===== config.mk =====
export PLATFORM = sky130hd
export DESIGN_NAME = hash_tree_level_layout
export DESIGN_NICKNAME = d
export VERILOG_FILES = /design/src/hw/rtl/htll_pkg.sv /design/src/hw/rtl/hash_tree_level_layout.sv
export SDC_FILE = /design/constraint.sdc
export NUM_CORES = 1
export LEC_CHECK = 0
export ABC_CLOCK_PERIOD_IN_PS = 20200
export BUFFER_PORTS_ARGS = -buffer_cell sky130_fd_sc_hd__clkbuf_2
export CORE_AREA = 5 5 158 160
export DETAILED_ROUTE_END_ITERATION = 8
export DIE_AREA = 0 0 163 165
export PLACE_DENSITY_LB_ADDON = 0.15
export SETUP_SLACK_MARGIN = 0.2
export SLEW_MARGIN = 20
export SYNTH_ARGS = -nofsm -noshare
export SYNTH_HDL_FRONTEND = slang
export SYNTH_SLANG_ARGS = --single-unit

===== constraint.sdc =====
create_clock -name clk -period 20.2 [get_ports clk]
set_clock_uncertainty 0.15 [all_clocks]
set_input_delay 2.02 -clock clk [delete_from_list [all_inputs] [get_ports clk]]
set_output_delay 2.02 -clock clk [all_outputs]
set_load 0.005 [all_outputs]

===== src/hw/rtl/htll_pkg.sv =====
// htll_pkg: shared types and codes for the hash tree level layout block.
// No dependencies.
package htll_pkg;

	typedef logic [1:0] err_code_t;

	localparam err_code_t ERR_NONE  = 2'd0;
	localparam err_code_t ERR_ZERO  = 2'd1;
	localparam err_code_t ERR_LEVEL = 2'd2;

	localparam int LEVEL_W = 6;

	typedef logic [LEVEL_W-1:0] level_t;

endpackage


===== src/hw/rtl/hash_tree_level_layout.sv =====
// hash_tree_level_layout: flat layout of a binary hash tree, one level query per item.
// Depends on htll_pkg (error codes, level type).
//
// Each item gives a leaf block count and a level. The block walks the tree from the
// leaves upward, one level per clock: a single shared adder adds the current level's
// node count into the running entry index, while the count is halved (rounded up).
// When the asked level comes by, its start index and node count are captured. The walk
// stops at the single-node root. A finish state then builds the result, reusing the adder
// for the "one past the root" case. in_stall is high during the walk and the finish
// state, so no new item is taken until its result is loaded. The finished result sits in
// an output register, so the next item is accepted while it waits for out_stall to drop;
// a second result can only be loaded once the first is taken, and the finish state
// stalls until then.
// Error 1: zero block count (root level reported as 1, other fields 0).
// Error 2: level more than one above the root (start and count 0).
module hash_tree_level_layout
	import htll_pkg::*;
#(
	parameter int COUNT_BITS = 40
) (
	input  logic                  clk,
	input  logic                  arst_n,
	input  logic                  in_valid,
	output logic                  in_stall,
	input  logic [COUNT_BITS-1:0] block_count,
	input  logic [LEVEL_W-1:0]    tree_level,
	output logic                  out_valid,
	input  logic                  out_stall,
	output logic [COUNT_BITS:0]   level_start_index,
	output logic [COUNT_BITS-1:0] level_node_count,
	output logic [LEVEL_W-1:0]    root_level_out,
	output logic [COUNT_BITS:0]   root_entry_index,
	output logic [1:0]            error_code
);

	localparam logic [1:0] ST_IDLE = 2'd0;
	localparam logic [1:0] ST_RUN  = 2'd1;
	localparam logic [1:0] ST_FIN  = 2'd2;

	logic [1:0]            state_q;
	logic [COUNT_BITS-1:0] n_q;       // node count of current level
	logic [COUNT_BITS:0]   acc_q;     // entry index where current level starts
	level_t                lvl_q;
	level_t                want_q;
	logic                  zero_q;
	logic                  found_q;
	logic [COUNT_BITS:0]   start_q;
	logic [COUNT_BITS-1:0] nodes_q;

	logic [COUNT_BITS:0]   start_out_q;
	logic [COUNT_BITS-1:0] nodes_out_q;
	level_t                root_out_q;
	logic [COUNT_BITS:0]   entry_out_q;
	err_code_t             err_out_q;
	logic                  out_valid_q;

	// shared adder: accumulate during the walk, +1 in the finish cycle
	logic [COUNT_BITS:0]   add_b;
	logic [COUNT_BITS:0]   add_sum;
	logic [COUNT_BITS-1:0] n_half;
	logic                  in_acc;
	logic                  out_take;
	logic                  out_free;
	logic                  one_above;

	assign add_b     = (state_q == ST_RUN) ? {1'b0, n_q} : {{COUNT_BITS{1'b0}}, 1'b1};
	assign add_sum   = acc_q + add_b;
	assign n_half    = (n_q >> 1) + {{(COUNT_BITS-1){1'b0}}, n_q[0]};
	assign in_stall  = (state_q != ST_IDLE);
	assign in_acc    = in_valid && !in_stall;
	assign out_take  = out_valid_q && !out_stall;
	assign out_free  = !out_valid_q || !out_stall;
	assign one_above = ({1'b0, lvl_q} + 7'd1) == {1'b0, want_q};

	always_ff @(posedge clk or negedge arst_n) begin
		if (!arst_n) begin
			state_q     <= ST_IDLE;
			out_valid_q <= 1'b0;
		end else begin
			case (state_q)
				ST_IDLE: begin
					if (in_acc) state_q <= ST_RUN;
				end
				ST_RUN: begin
					if (zero_q || n_q == {{(COUNT_BITS-1){1'b0}}, 1'b1}) state_q <= ST_FIN;
				end
				ST_FIN: begin
					if (out_free) state_q <= ST_IDLE;
				end
				default: state_q <= ST_IDLE;
			endcase
			if (state_q == ST_FIN && out_free) out_valid_q <= 1'b1;
			else if (out_take) out_valid_q <= 1'b0;
		end
	end

	// datapath, no reset needed
	always_ff @(posedge clk) begin
		if (in_acc) begin
			n_q     <= block_count;
			acc_q   <= '0;
			lvl_q   <= '0;
			want_q  <= tree_level;
			zero_q  <= (block_count == '0);
			found_q <= 1'b0;
		end else if (state_q == ST_RUN && !zero_q) begin
			if (lvl_q == want_q) begin
				start_q <= acc_q;
				nodes_q <= n_q;
				found_q <= 1'b1;
			end
			if (n_q != {{(COUNT_BITS-1){1'b0}}, 1'b1}) begin
				acc_q <= add_sum;
				n_q   <= n_half;
				lvl_q <= lvl_q + level_t'(1);
			end
		end
		if (state_q == ST_FIN && out_free) begin
			if (zero_q) begin
				start_out_q <= '0;
				nodes_out_q <= '0;
				root_out_q  <= level_t'(1);
				entry_out_q <= '0;
				err_out_q   <= ERR_ZERO;
			end else begin
				root_out_q  <= lvl_q;
				entry_out_q <= acc_q;
				if (found_q) begin
					start_out_q <= start_q;
					nodes_out_q <= nodes_q;
					err_out_q   <= ERR_NONE;
				end else if (one_above) begin
					start_out_q <= add_sum;
					nodes_out_q <= {{(COUNT_BITS-1){1'b0}}, 1'b1};
					err_out_q   <= ERR_NONE;
				end else begin
					start_out_q <= '0;
					nodes_out_q <= '0;
					err_out_q   <= ERR_LEVEL;
				end
			end
		end
	end

	assign out_valid         = out_valid_q;
	assign level_start_index = start_out_q;
	assign level_node_count  = nodes_out_q;
	assign root_level_out    = root_out_q;
	assign root_entry_index  = entry_out_q;
	assign error_code        = err_out_q;

`ifndef SYNTHESIS
	a_busy_stalls: assert property (@(posedge clk) disable iff (!arst_n)
		(state_q == ST_RUN || state_q == ST_FIN) |-> in_stall)
		else $error("input taken during walk");
	a_err_legal: assert property (@(posedge clk) disable iff (!arst_n)
		out_valid |-> (error_code == ERR_NONE || error_code == ERR_ZERO
			|| error_code == ERR_LEVEL))
		else $error("bad error code");
	a_zero_fields: assert property (@(posedge clk) disable iff (!arst_n)
		(out_valid && error_code == ERR_ZERO) |->
		(root_level_out == level_t'(1) && level_node_count == '0))
		else $error("zero count result malformed");
	a_ok_nonempty: assert property (@(posedge clk) disable iff (!arst_n)
		(out_valid && error_code == ERR_NONE) |-> (level_node_count != '0))
		else $error("empty level reported as ok");
`endif

endmodule

==> impl_metrics.env <==
export IMPL_area_growth_pct=14.4
export IMPL_required_ps=20300
export IMPL_peakVddDrop_v=0.000102
export IMPL_numCtsBuffers=30
export IMPL_cts_tree="yes"
export IMPL_first_iter_violations=855
export IMPL_yosys_warnings=0
export IMPL_grt_pass1_wl_um=52500
export IMPL_postCtsHoldBufs=0
export IMPL_grt_total_usage_pct=24.8
export IMPL_worstHoldPathCells=0
export IMPL_syn_inst=1258
export IMPL_final_cells=1767
export IMPL_hold_path_class="reg2reg"
export IMPL_worst_setup_hold_path_clk_slew_ps=70
export IMPL_port_buffers=181
export IMPL_post_route_period_util_pct=19.7
export IMPL_yosysUniqueCellTypes=72
export IMPL_synth_edf_count=258
export IMPL_synthFlopType="edfxtp_1"
export IMPL_startpoint_type="register"
export IMPL_drcViolationCount=0
export IMPL_die_x_um=163
export IMPL_fillCellCount=1724
export IMPL_period_needed_ps=3990
export IMPL_core_area_sq_um=23300
export IMPL_reg2regPathDepth=13
export IMPL_ys_ff_latch=309
export IMPL_clock_fmax_mhz=251
export IMPL_grt_overflow=0
export IMPL_worst_slew_pin_slew_ps=913
export IMPL_path_class="reg2reg"
export IMPL_placed_cells_incl_taps=1711
export IMPL_wl_um=33900
export IMPL_drive_gt1_share_pct=18.2
export IMPL_drtAntennaViolNets=0
export IMPL_dieArea_sq_um=26900
export IMPL_via_count=10310
export IMPL_fin_tns_setup_ps=0
export IMPL_post_drt_wl_per_cell_um=19.2
export IMPL_cp_arrival_ps=4090
export IMPL_power_density_nw_per_um2=138
export IMPL_yosysSeqAreaShare_pct=60.4
export IMPL_cts_max_path_buffers=3
export IMPL_drtPass1Iterations=5
export IMPL_grt_pass1_vias=9808
export IMPL_power_leakage_uw=0.00650
export IMPL_clk_latency_ps=560
export IMPL_clkSinkCount=309
export IMPL_cts_resized=0
export IMPL_maxSlewHeadroom_pct=39.0
export IMPL_netlist_area_sq_um=14500
export IMPL_status="finished, final reports clean"
export IMPL_row_count=56
export IMPL_htreeDepth=1
export IMPL_num_antenna_cells=0
export IMPL_dp_hpwl_um=23500
export IMPL_routed_via_density=5.83
export IMPL_syn_num_nets=1353
export IMPL_avgSynthCellArea_sq_um=11.6
export IMPL_cts_root_buf="clkbuf_16"
export IMPL_die_h_um=165
export IMPL_maxCapViolations=0
export IMPL_initial_core_util_pct=62.5
export IMPL_setup_viol=0
export IMPL_hold_viol=0
export IMPL_cp_max_fo=36
export IMPL_post_place_ws_ps=15870
export IMPL_rsz0062_at_grt="no"
export IMPL_grt_max_degree=88
export IMPL_place_gp_congestion=0.917
export IMPL_io_pin_count=182
export IMPL_slew_violations=0
export IMPL_antenna_found_initial=0
export IMPL_fin_ws_ps=16210
export IMPL_cp_end_kind="register"
export IMPL_num_nets_final=1519
export IMPL_cts_setup_buffers=0
export IMPL_ys_async_sr_fraction_pct=0.971
worst max-delay path: stages (launching register included):
cell and delay (ps):
dfrtp_1 400, nor2b_1 160, buf_4 300, nand2b_1 100
ha_1 230, fa_1 430, a211oi_1 370, o211ai_1 220
nand4b_1 160, nand3_1 220, o21ai_0 340, o21ai_0 170
xnor2_1 270, o21ai_0 150
placed cells by master (no fill, tap or decap), drive strengths merged, types with 4 or more instances in the layout:
cell / count
o21ai: 101
xnor2: 47
nor2: 47
nor4: 23
o21bai: 7
and2: 79
xor2: 38
buf: 11
nor2b: 51
edfxtp: 258
dfxtp: 48
o21a: 6
clkinv: 14
nor3: 10
or3: 5
a21o: 22
o211ai: 5
nand3: 74
a22o: 26
a21oi: 55
nand2: 160
clkbuf: 220
inv: 24
a211oi: 5
nand2b: 4
and3: 10
nand4: 16
ha: 44
path summary, 6_finish.rpt:
check	from	slack [ps]	end
min reg2reg	n_q[1]	340	nodes_q[1]
min in group asynchronous	arst_n	1100	state_q[0]
max in group asynchronous	arst_n	18670	state_q[1]
min	n_q[1]	340	nodes_q[1]
max	state_q[0]	16210	level_start_index[36]
max reg2reg	state_q[0]	16210	level_start_index[36]
layer usage:
metal	wire [um]	part of all wire, %	GRT usage [%]	vias up
met5	0	0	0	-
met4	1050	3.1	8.39	0
met3	2590	7.6	3.84	65
met2	16100	48	40.2	442
met1	14200	42	34.7	4900
li1	-	-	-	4903
where the power goes:
part	internal [uW]	leakage [uW]	total (uW)	switching, uW
logic	253	0.00318	699	446
registers	906	0.00285	1060	150
clock network	303	0.000468	537	234
sequential cells by signal (all words and copies together), names as in the netlist, 40 cells and up:
register,flops
nodes_q,40
root_entry_index,41
n_q,40
level_start_index,41
level_node_count,40
start_q,41
acc_q,41
metrics by stage:
stage | util [%] | cell area [sq um] | power, uW | hold WS, ps
global route | 71.5 | 16600 | 2420 | 352
floorplan | - | 14500 | 1520 | 293
global placement | 67.5 | 15700 | 1730 | 323
CTS | 71.5 | 16600 | 2300 | 334
detailed placement | 67.5 | 15700 | 1760 | 316
finish | 71.5 | 16600 | 2290 | 337
cell usage after synthesis, types with 4 or more instances:
master,n,area [sq um]
a211oi_1,4,30.0
a21o_1,22,165
a21oi_1,54,270
a22o_1,26,228
and2_1,78,488
and3_1,9,56.3
clkbuf_1,46,173
dfxtp_1,48,961
edfxtp_1,258,7750
ha_1,44,551
inv_1,23,86.3
nand2_1,160,601
nand2b_1,4,25.0
nand3_1,73,365
nand4_1,14,87.6
nor2_1,46,173
nor2b_1,51,319
nor3_1,10,50.1
nor4_1,21,131
o211ai_1,5,37.5
o21a_1,6,45.0
o21ai_0,92,460
o21ai_1,8,40.0
o21bai_1,7,52.6
xnor2_1,47,412
xor2_1,38,333
area by class of cell:
type / instances / area [sq um] / share of cell area [%]
Clock buffer: 39 / 795 / 4.78
Clock inverter: 17 / 146 / 0.880
Inverter: 24 / 90.1 / 0.542
Multi-Input combinational cell: 867 / 5430 / 32.7
Sequential cell: 309 / 8780 / 52.8
Tap cell: 319 / 399 / 2.40
Timing Repair Buffer: 192 / 988 / 5.94
cell families after synthesis:
group,Yosys count,share of synthesized area (%)
adder cells (fa/ha/maj),45,3.92
XOR/XNOR,85,5.12
AO/OA/AOI/OAI,250,10.8
buffers and inverters,82,2.55
AND/OR/NAND/NOR,487,17.2
flip-flops,309,60.4
No activity file was read; power rests on OpenSTA's default activity.
